$ cat src/hdl/utf8_stream_decoder_assert.svh
// assertion macros for the utf8 stream decoder
// each macro expects clk and arst_n in the scope of use
`ifndef UTF8_STREAM_DECODER_ASSERT_SVH
`define UTF8_STREAM_DECODER_ASSERT_SVH

// cond holds at every clock edge out of reset
`define U8SD_ASSERT_ALWAYS(label, cond) \
	label: assert property (@(posedge clk) disable iff (!arst_n) (cond)) \
		else $error("u8sd invariant violated");

// cons holds in the same cycle as ante
`define U8SD_ASSERT_IMPLIES(label, ante, cons) \
	label: assert property (@(posedge clk) disable iff (!arst_n) (ante) |-> (cons)) \
		else $error("u8sd implication violated");

// cons holds in the cycle after ante
`define U8SD_ASSERT_NEXT(label, ante, cons) \
	label: assert property (@(posedge clk) disable iff (!arst_n) (ante) |=> (cons)) \
		else $error("u8sd sequence violated");

`endif

$ cat src/hdl/u8sd_pkg.sv
`default_nettype none
package u8sd_pkg;

	typedef logic [3:0] dfa_state_t;
	typedef logic [3:0] byte_class_t;

	localparam int SEQ_LIMIT_DEFAULT = 4;
	localparam int CP_W              = 21;
	localparam int BYTE_W            = 8;

	// automaton states
	localparam dfa_state_t ST_ACCEPT = 4'd0;
	localparam dfa_state_t ST_REJECT = 4'd1;
	localparam dfa_state_t ST_NEED1  = 4'd2;
	localparam dfa_state_t ST_NEED2  = 4'd3;
	localparam dfa_state_t ST_E0     = 4'd4;
	localparam dfa_state_t ST_ED     = 4'd5;
	localparam dfa_state_t ST_F0     = 4'd6;
	localparam dfa_state_t ST_NEED3  = 4'd7;
	localparam dfa_state_t ST_F4     = 4'd8;

	// byte classes
	localparam byte_class_t CLS_ASCII   = 4'd0;
	localparam byte_class_t CLS_CONT_8X = 4'd1;
	localparam byte_class_t CLS_LEAD2   = 4'd2;
	localparam byte_class_t CLS_LEAD3   = 4'd3;
	localparam byte_class_t CLS_ED      = 4'd4;
	localparam byte_class_t CLS_F4      = 4'd5;
	localparam byte_class_t CLS_F1_F3   = 4'd6;
	localparam byte_class_t CLS_CONT_AX = 4'd7;
	localparam byte_class_t CLS_INVALID = 4'd8;
	localparam byte_class_t CLS_CONT_9X = 4'd9;
	localparam byte_class_t CLS_E0      = 4'd10;
	localparam byte_class_t CLS_F0      = 4'd11;

	localparam logic [BYTE_W-1:0] PRINT_LO = 8'd32;
	localparam logic [BYTE_W-1:0] PRINT_HI = 8'd126;

	function automatic byte_class_t byte_class(input logic [BYTE_W-1:0] b);
		byte_class_t c;
		if (b < 8'h80)       c = CLS_ASCII;
		else if (b < 8'h90)  c = CLS_CONT_8X;
		else if (b < 8'hA0)  c = CLS_CONT_9X;
		else if (b < 8'hC0)  c = CLS_CONT_AX;
		else if (b < 8'hC2)  c = CLS_INVALID;
		else if (b < 8'hE0)  c = CLS_LEAD2;
		else if (b == 8'hE0) c = CLS_E0;
		else if (b == 8'hED) c = CLS_ED;
		else if (b < 8'hF0)  c = CLS_LEAD3;
		else if (b == 8'hF0) c = CLS_F0;
		else if (b < 8'hF4)  c = CLS_F1_F3;
		else if (b == 8'hF4) c = CLS_F4;
		else                 c = CLS_INVALID;
		return c;
	endfunction

	// transition table, state above range must be clamped by the caller
	function automatic dfa_state_t next_state(input dfa_state_t st, input byte_class_t cls);
		dfa_state_t n;
		n = ST_REJECT;
		unique case (st)
			ST_ACCEPT: begin
				case (cls) inside
					CLS_ASCII:         n = ST_ACCEPT;
					CLS_LEAD2:         n = ST_NEED1;
					CLS_LEAD3:         n = ST_NEED2;
					CLS_ED:            n = ST_ED;
					CLS_F4:            n = ST_F4;
					CLS_F1_F3:         n = ST_NEED3;
					CLS_E0:            n = ST_E0;
					CLS_F0:            n = ST_F0;
					default:           n = ST_REJECT;
				endcase
			end
			ST_NEED1: begin
				case (cls) inside
					CLS_CONT_8X, CLS_CONT_9X, CLS_CONT_AX: n = ST_ACCEPT;
					default:                               n = ST_REJECT;
				endcase
			end
			ST_NEED2: begin
				case (cls) inside
					CLS_CONT_8X, CLS_CONT_9X, CLS_CONT_AX: n = ST_NEED1;
					default:                               n = ST_REJECT;
				endcase
			end
			ST_E0: begin
				case (cls) inside
					CLS_CONT_AX: n = ST_NEED1;
					default:     n = ST_REJECT;
				endcase
			end
			ST_ED: begin
				case (cls) inside
					CLS_CONT_8X, CLS_CONT_9X: n = ST_NEED1;
					default:                  n = ST_REJECT;
				endcase
			end
			ST_F0: begin
				case (cls) inside
					CLS_CONT_9X, CLS_CONT_AX: n = ST_NEED2;
					default:                  n = ST_REJECT;
				endcase
			end
			ST_NEED3: begin
				case (cls) inside
					CLS_CONT_8X, CLS_CONT_9X, CLS_CONT_AX: n = ST_NEED2;
					default:                               n = ST_REJECT;
				endcase
			end
			ST_F4: begin
				case (cls) inside
					CLS_CONT_8X: n = ST_NEED2;
					default:     n = ST_REJECT;
				endcase
			end
			default: n = ST_REJECT;
		endcase
		return n;
	endfunction

endpackage
`default_nettype wire

$ cat src/hdl/utf8_stream_decoder.sv
// utf8 stream decoder
// input channel s_*: one raw byte per beat on s_tdata[7:0]
// output channel m_*: one decoded character per beat, code point on m_tdata[20:0],
//   m_tuser[0] marks a replacement beat (code point zero then)
// config port: cfg_we with cfg_wdata writes utf8_mode (1 decodes utf8, 0 passes
//   printable ascii only); a write clears the sequence state, write only when idle
// a byte may produce no beat (bytes inside a sequence, dropped bytes)
// a taken byte is held in the input stage, then any result in the result register
// throughput: one byte per cycle while the result register is free or drains,
//   set by the single pass through class lookup, transition table and
//   accumulator shift between the byte register and the result register
// reset: utf8 mode on, automaton in accept state, accumulator and count clear,
//   both stages empty
// stall: while m_tready is low and a result waits, one more byte is held in the
//   input stage; s_tready then drops until the result beat is taken
`default_nettype none
`include "utf8_stream_decoder_assert.svh"
module utf8_stream_decoder #(
	parameter int SEQ_LIMIT = u8sd_pkg::SEQ_LIMIT_DEFAULT
) (
	input  wire logic        clk,
	input  wire logic        arst_n,
	// config
	input  wire logic        cfg_we,
	input  wire logic        cfg_wdata,     // utf8_mode
	// byte input
	input  wire logic        s_tvalid,
	output logic             s_tready,
	input  wire logic [7:0]  s_tdata,       // [7:0] in_byte
	// character output
	output logic             m_tvalid,
	input  wire logic        m_tready,
	output logic [23:0]      m_tdata,       // [20:0] code_point, [23:21] zero
	output logic [0:0]       m_tuser        // [0] is_replacement
);

	localparam int CNT_W = $clog2(SEQ_LIMIT + 1);
	localparam int CP_W  = u8sd_pkg::CP_W;
	localparam int BW    = u8sd_pkg::BYTE_W;
	localparam logic [CNT_W-1:0] LIMIT_C = CNT_W'(SEQ_LIMIT);

	// mode and sequence state
	logic                   utf8_mode_q;
	u8sd_pkg::dfa_state_t   dfa_q;
	logic [CP_W-1:0]        accum_q;
	logic [CNT_W-1:0]       count_q;

	// input stage
	logic                   valid_s1;
	logic [BW-1:0]          byte_s1;

	// result register
	logic                   out_valid_q;
	logic [CP_W-1:0]        out_cp_q;
	logic                   out_repl_q;

	// next-state logic
	logic                   advance;
	logic                   emit;
	logic                   emit_repl;
	logic [CP_W-1:0]        emit_cp;
	u8sd_pkg::dfa_state_t   st_eff;
	u8sd_pkg::byte_class_t  cls;
	u8sd_pkg::dfa_state_t   dfa_nxt;
	logic [CP_W-1:0]        accum_nxt;
	logic [CNT_W-1:0]       count_nxt;
	logic [BW-1:0]          lead_bits;

	// the input stage moves on when the result register is free or drains now
	assign advance  = valid_s1 && (!out_valid_q || m_tready);
	assign s_tready = !valid_s1 || advance;

	assign m_tvalid = out_valid_q;
	assign m_tdata  = {3'b000, out_cp_q};
	assign m_tuser  = out_repl_q;

	always_comb begin
		// a state above the table range acts as reject
		st_eff    = (dfa_q > u8sd_pkg::ST_F4) ? u8sd_pkg::ST_REJECT : dfa_q;
		cls       = u8sd_pkg::byte_class(byte_s1);
		lead_bits = (8'hFF >> cls) & byte_s1;
		emit      = 1'b0;
		emit_repl = 1'b0;
		emit_cp   = CP_W'(byte_s1);
		dfa_nxt   = dfa_q;
		accum_nxt = accum_q;
		count_nxt = count_q;
		if (!utf8_mode_q) begin
			// pass mode: printable ascii only, sequence state untouched
			emit = (byte_s1 >= u8sd_pkg::PRINT_LO) && (byte_s1 <= u8sd_pkg::PRINT_HI);
		end else if (count_q >= LIMIT_C) begin
			// limit reached: drop this byte and send the replacement marker
			emit      = 1'b1;
			emit_repl = 1'b1;
			emit_cp   = '0;
			dfa_nxt   = u8sd_pkg::ST_ACCEPT;
			accum_nxt = '0;
			count_nxt = '0;
		end else begin
			count_nxt = CNT_W'(count_q + 1'b1);
			if (st_eff != u8sd_pkg::ST_ACCEPT)
				accum_nxt = {accum_q[CP_W-7:0], byte_s1[5:0]};
			else
				accum_nxt = CP_W'(lead_bits);
			dfa_nxt = u8sd_pkg::next_state(st_eff, cls);
			if (dfa_nxt == u8sd_pkg::ST_ACCEPT) begin
				emit      = 1'b1;
				emit_cp   = accum_nxt;
				accum_nxt = '0;
				count_nxt = '0;
			end
		end
	end

	// mode and sequence state
	always_ff @(posedge clk or negedge arst_n) begin
		if (!arst_n) begin
			utf8_mode_q <= 1'b1;
			dfa_q       <= u8sd_pkg::ST_ACCEPT;
			accum_q     <= '0;
			count_q     <= '0;
		end else if (cfg_we) begin
			utf8_mode_q <= cfg_wdata;
			dfa_q       <= u8sd_pkg::ST_ACCEPT;
			accum_q     <= '0;
			count_q     <= '0;
		end else if (advance) begin
			dfa_q       <= dfa_nxt;
			accum_q     <= accum_nxt;
			count_q     <= count_nxt;
		end
	end

	// input stage control
	always_ff @(posedge clk or negedge arst_n) begin
		if (!arst_n) begin
			valid_s1 <= 1'b0;
		end else if (s_tvalid && s_tready) begin
			valid_s1 <= 1'b1;
		end else if (advance) begin
			valid_s1 <= 1'b0;
		end
	end

	// input stage payload
	always_ff @(posedge clk) begin
		if (s_tvalid && s_tready) begin
			byte_s1 <= s_tdata;
		end
	end

	// result register control
	always_ff @(posedge clk or negedge arst_n) begin
		if (!arst_n) begin
			out_valid_q <= 1'b0;
		end else if (advance) begin
			out_valid_q <= emit;
		end else if (m_tready) begin
			out_valid_q <= 1'b0;
		end
	end

	// result register payload
	always_ff @(posedge clk) begin
		if (advance && emit) begin
			out_cp_q   <= emit_cp;
			out_repl_q <= emit_repl;
		end
	end

	`U8SD_ASSERT_ALWAYS(a_count_in_range, count_q <= LIMIT_C)
	`U8SD_ASSERT_IMPLIES(a_accept_is_clear, dfa_q == u8sd_pkg::ST_ACCEPT, (count_q == '0) && (accum_q == '0))
	`U8SD_ASSERT_IMPLIES(a_repl_zero_cp, out_valid_q && out_repl_q, out_cp_q == '0)
	`U8SD_ASSERT_NEXT(a_s1_held_on_stall, valid_s1 && out_valid_q && !m_tready, valid_s1 && $stable(byte_s1))

endmodule
`default_nettype wire

$ cat config.mk
export PLATFORM = sky130hd
export DESIGN_NAME = utf8_stream_decoder
export DESIGN_NICKNAME = d
export VERILOG_FILES = /design/src/hdl/u8sd_pkg.sv /design/src/hdl/utf8_stream_decoder.sv
export VERILOG_INCLUDE_DIRS = /design/src /design/src/hdl
export SDC_FILE = /design/constraint.sdc
export NUM_CORES = 1
export LEC_CHECK = 0
export ABC_CLOCK_PERIOD_IN_PS = 4300
export BUFFER_PORTS_ARGS = -buffer_cell sky130_fd_sc_hd__buf_2
export CAP_MARGIN = 20
export CORE_ASPECT_RATIO = 1.5
export CORE_MARGIN = 2
export CORE_UTILIZATION = 57
export DETAILED_ROUTE_END_ITERATION = 10
export GPL_TIMING_DRIVEN = 0
export MAX_ROUTING_LAYER = met4
export PLACE_DENSITY = 0.79
export SYNTH_ARGS = -nofsm -noshare
export SYNTH_HDL_FRONTEND = slang
export SYNTH_SLANG_ARGS = --single-unit
export TNS_END_PERCENT = 5
$ cat constraint.sdc
create_clock -name clk -period 4.3 [get_ports clk]
set_input_delay 0.86 -clock clk [delete_from_list [all_inputs] [get_ports clk]]
set_output_delay 0.86 -clock clk [all_outputs]
set_load 0.02 [all_outputs]
Word level (Yosys, flattened, before mapping)

Cells that the tools add are included.
W data, S select, Z words.

Reductions and logical operators: 21
Bitwise operators: 3
Equality and inequality tests: 21
$lt $le $gt $ge: 12
Div/mod/pow operators: 0
Multiply operators: 0
Shifts and indexed selects: 1
$add $sub $neg: 1
Mux-type cells: 57

Operator list:

| operator              | count |
|---|---|
| $mux W4               | 24 |
| $mux W15              | 5 |
| $lt A8 B8 Y1 const B  | 8 |
| $eq A4 B3 Y1 const B  | 8 |
| $eq A8 B8 Y1 const B  | 4 |
| $pmux W4 S8           | 1 |
| $mux W3               | 8 |
| $mux W8               | 3 |
| $mux W21              | 1 |
| $eq A4 B2 Y1 const B  | 4 |
| $eq A4 B4 Y1 const B  | 4 |
| $logic_not A4 Y1      | 3 |
| $mux W2               | 6 |
| $mux W1               | 9 |
| $and A8 B8 Y8         | 1 |
| $ge A8 B6 Y1 const B  | 1 |
| $le A8 B7 Y1 const B  | 1 |
| $reduce_bool A2 Y1    | 4 |
| $shr A8 B4 Y8 const A | 1 |
| $reduce_or A3 Y1      | 2 |
| $eq A4 B1 Y1 const B  | 1 |
| $gt A4 B4 Y1 const B  | 1 |
| $logic_and A1 B1 Y1   | 4 |
| $reduce_bool A4 Y1    | 1 |
| 7 further kinds       | 11 |

Latch bits: 0
Bits in registers: 55
Memories kept: 0
RAM bits: 0
Input bits: 14
Bits in read-only memories: 0

Longest topological paths before layout

Depth after elaboration: 31
Gate-level depth with buffers: 11
Depth with buffers taken out: 8

Worst setup path before layout

Ideal clock, no wire load.

Kind: flip-flop to flip-flop
From: register byte_s1[4]
To: register out_repl_q (netlist: m_tuser), enable pin
Buffers on the path: 0
Cell stages (with the launch flop): 9
Path slack: 634 ps
Data required time: 3,892 ps
Arrival time: 3,258 ps
Path through: edfxtp_1 or4_4 o21ai_2 or2_4 a2bb2oi_4 o32ai_2 nor4_4 nand3_1 a21oi_1

Longest elaborated chain between the ends: 30

Ends and longest elaborated chain:

| item                                                  | RTL line                   | source |
|---|---|---|
| start: declaration                                    | utf8_stream_decoder.sv:50  | `logic [BW-1:0] byte_s1;` |
| start signal: assignment                              | utf8_stream_decoder.sv:148 | `byte_s1 <= s_tdata;` |
| branches (longest 28 deep; another with $lt A8 B8 Y1) | n/a                        |  |
| $mux W1 (*)                                           | utf8_stream_decoder.sv:88  | `if (!utf8_mode_q) begin` |
| $logic_and A1 B1 Y1 (*)                               | utf8_stream_decoder.sv:165 | `if (advance && emit) begin` |
| end signal: assignment                                | utf8_stream_decoder.sv:167 | `out_repl_q <= emit_repl;` |
| end: declaration                                      | utf8_stream_decoder.sv:55  | `logic out_repl_q;` |

Every way passes the cells marked *. The select of a mux whose other input is x is not followed.
A chain may end at the register's enable or synchronous reset.

Worst setup path after layout

From: register byte_s1[2]
To: register out_cp_q[12], enable pin

Longest elaborated chain between the ends: 30

Ends and longest elaborated chain:

| item                                                  | RTL line                   | source |
|---|---|---|
| branches (longest 28 deep; another with $lt A8 B8 Y1) | n/a                        |  |
| $mux W1 (*)                                           | utf8_stream_decoder.sv:88  |  |
| $logic_and A1 B1 Y1 (*)                               | utf8_stream_decoder.sv:165 |  |
| end signal: assignment                                | utf8_stream_decoder.sv:166 | `out_cp_q <= emit_cp;` |
| end: declaration                                      | utf8_stream_decoder.sv:54  | `logic [CP_W-1:0] out_cp_q;` |

Marks and branches as above.

==> run metrics <==
Hold Path Stages=1; global route overflow=0; HPWL after detailed placement=5080 um; worst r2r src=byte_s1[2]; Slew @ Worst Pin=0.954 ns; relative slew slack=a little over a third; Layout area overhead=13.2%; Setup Fix Bufs, Post-CTS=0; Post-CTS Hold Buffers=0; status=completed; Initial Utilization=58.6%; most frequent cells in the layout=buf_2 (41), edfxtp_1 (30), dfrtp_1 (24); Seq/Total Area, Yosys=approximately half; Hold Path Class=flip-flop to flip-flop; hold path start=accum_q[12]; CTS max path bufs=2; Final period util=83.8%; Die Ht=about 93 um; simple-gate share of the synthesized area=20.7%; Yosys Warn Count=0; RSZ-0062 raised after global routing=no; critical path endpoint category=flip-flop; Rows=32; reg2reg end=out_cp_q[12]; DR vias/cell=6.09; final setup vio count=0; top_reg_cell synth=edfxtp_1; GRT Overall Usage=24.9%; hold endpoint=accum_q[12]; Syn Area/Cell=11.0 um^2; Die ar.=5830 um^2; Startpoint Class=flip-flop; post-route ant nets=0; Root Driver=clkbuf_8; Layout Nets=between 300 and 400; Pwr per Cell Area=361 nW/um^2; commonest non-fill, non-tap cell in the layout=buf_2; clk_skew=0.00542 ns; achievable frequency=0.278 GHz; Max Cap Viol=0; Flop pwr share=slightly above 50%; insertion delay to the later sink of the worst-skew pair=0.32 ns; via count=2364; Die X=between 60 and 70 um; drt initial violations=146; Clock Power Share=25.2%; Compound-Gate Fraction of Synth Area=20.8%; maximum number of pins on one net before global-route repair=26; overall power=1.22 mW; initial antenna violation count=0; number of CTS-inserted buffers=5; asr flop ratio synth=45.5%; first-pass GRT wire length=11100 um; core area=5080 um^2; internal power=just over 0.8 mW; IO Count=just over 40; clk slew on worst S/H paths=approximately 0.10 ns; Hold Fails Final Rpt=0; Setup CP Type=flip-flop to flip-flop; CTS tree=built; xor/xnor cell area share of the yosys netlist=0%; Post-Synth Adder-Cell Area=0.840%; CTS sink cnt=55; post-CTS sizing=0; 1st-pass router iterations=5; Critical Path Max Stage Delay=0.81 ns; Worst Reg-to-Reg Cells=11; buffers added on ports=37; VDD IR max=0.226 mV; mux share of post-synthesis cell area=under 10%; Final Max Slew Viols=0; final core occ=66.3%; Post-Route WL=6790 um; EDFF count, synth=30; Clock H-tree levels=2; setup tns final=0 ns; combinational power share=roughly a quarter; Data arrival, critical path=3.64 ns; vias in the first global route=2333; layout cells sized above 1=about 23%; ANT cells=0; CP Cell Sequence=buf_4, and3b_1, o21a_1, o31ai_1, a21boi_1, o32ai_1, and4_1, buf_6, nand3_1, a21oi_2, buf_8; RD Place Congestion=around 0.90; Net Sw Frac=32.7%; Cells after Synth=272; Distinct cells, synth=between 60 and 70; r2r setup slk=0.70 ns; post-synthesis cell area=approximately 3000 um^2; crit-path max FO=14; WP data required=4.34 ns; slowest CP cell=o31ai_1; Leak=1.37 nW; Sw Pwr=0.398 mW; synthesis-stage register bit count=55; residual DRC count=0; Avg WL per Cell=17.5 um; Tmin final=~3.6 ns; largest family of logic cells by synthesized area=compound AO/OA/AOI/OAI gates
area by class of cell:
cell class / count / area [um^2]
Fill cell: 422 / 1710
Sequential cell: 55 / 1530
Multi-Input combinational cell: 187 / 1310
Timing Repair Buffer: 38 / 200
Buffer: 19 / 106
Tap cell: 68 / 85.1
Clock buffer: 5 / 68.8
Inverter: 13 / 48.8
Clock inverter: 3 / 27.5
per-stage QoR:
step	setup slack, ns	instance area (um^2)	instances	hold WS [ns]
floorplan	0.634	2990	274	0.458
global placement	-0.0915	3260	379	0.466
detailed placement	0.742	3280	380	0.476
CTS	0.715	3370	388	0.497
global route	0.437	3370	388	0.533
finish	0.697	3370	388	0.493
worst max-delay path by stage:
stage | startpoint | to | slack, ns | depth (start not counted)
finish | byte_s1[2] | out_cp_q[12] | 0.70 | 11
global route | byte_s1[4] | out_cp_q[8] | 0.44 | 10
CTS | byte_s1[2] | out_cp_q[20] | 0.72 | 11
detailed placement | byte_s1[2] | out_cp_q[14] | 0.74 | 11
global placement | byte_s1[4] | out_cp_q[20] | -0.09 | 9
floorplan | byte_s1[4] | m_tuser | 0.63 | 8
registers in the layout, indices dropped and copies added, names as in the netlist:
| name | flops |
|---|---|
| out_cp_q | 21 |
| m_tuser | 1 |
| dfa_q | 4 |
| m_tvalid | 1 |
| count_q | 3 |
| byte_s1 | 8 |
| utf8_mode_q | 1 |
| valid_s1 | 1 |
| accum_q | 15 |
per-layer routing:
layer,global-route usage (%),vias up,wire length (um)
li1,-,1117,-
met1,26.9,1154,2500
met2,46.1,80,3850
met3,2.55,13,278
met4,10.4,0,157
met5,-,-,0
critical path: cells and delay by family (launching register included):
| family | cells | cell delay [ns] |
|---|---|---|
| buffers and inverters | 3 | 0.58 |
| AND/OR/NAND/NOR | 3 | 0.52 |
| AO/OA/AOI/OAI | 5 | 1.78 |
| flip-flops | 1 | 0.45 |
cells in the mapped netlist (2+ instances only):
master	instances	area share [%]
a211oi_1	2	0.50
a21boi_0	2	0.50
a21o_1	2	0.50
a21oi_1	8	1.3
a21oi_2	3	0.88
a22o_1	4	1.2
a31oi_1	3	0.63
a32o_1	14	4.7
and2_1	21	4.4
and4_1	3	0.88
and4bb_1	3	1.3
buf_1	2	0.25
buf_2	4	0.67
buf_4	4	1.0
buf_6	2	0.76
clkbuf_1	7	0.88
dfrtp_1	24	20
edfxtp_1	30	30
ha_1	2	0.84
inv_1	12	1.5
mux2i_1	2	0.67
nand2_1	20	2.5
nand2b_1	4	0.84
nand3_1	12	2.0
nand4_1	3	0.63
nor2_1	11	1.4
nor2b_1	2	0.42
nor3_1	5	0.84
nor3b_1	2	0.50
o2111ai_1	3	0.88
o211ai_1	2	0.50
o21a_1	4	1.0
o21ai_0	9	1.5
o21ai_1	3	0.50
o31ai_1	5	1.3
or2_2	2	0.42
or4_1	2	0.50
cell families after synthesis:
kind of cell             count (synthesis)
AND/OR/NAND/NOR                        103
AO/OA/AOI/OAI                           76
flip-flops                              55
buffers and inverters                   32
multiplexers                             3
adder cells (fa/ha/maj)                  2
other                                    1
power groups by stage:
stage	Sequential [mW]	Combinational, mW	Clock (mW)
after floorplan	0.657	0.174	0
after global routing	0.624	0.312	0.327
after global placement	0.632	0.278	0
final	0.620	0.290	0.307
after CTS	0.620	0.288	0.307
after detailed placement	0.631	0.288	0
No activity file was read; power rests on OpenSTA's default activity.
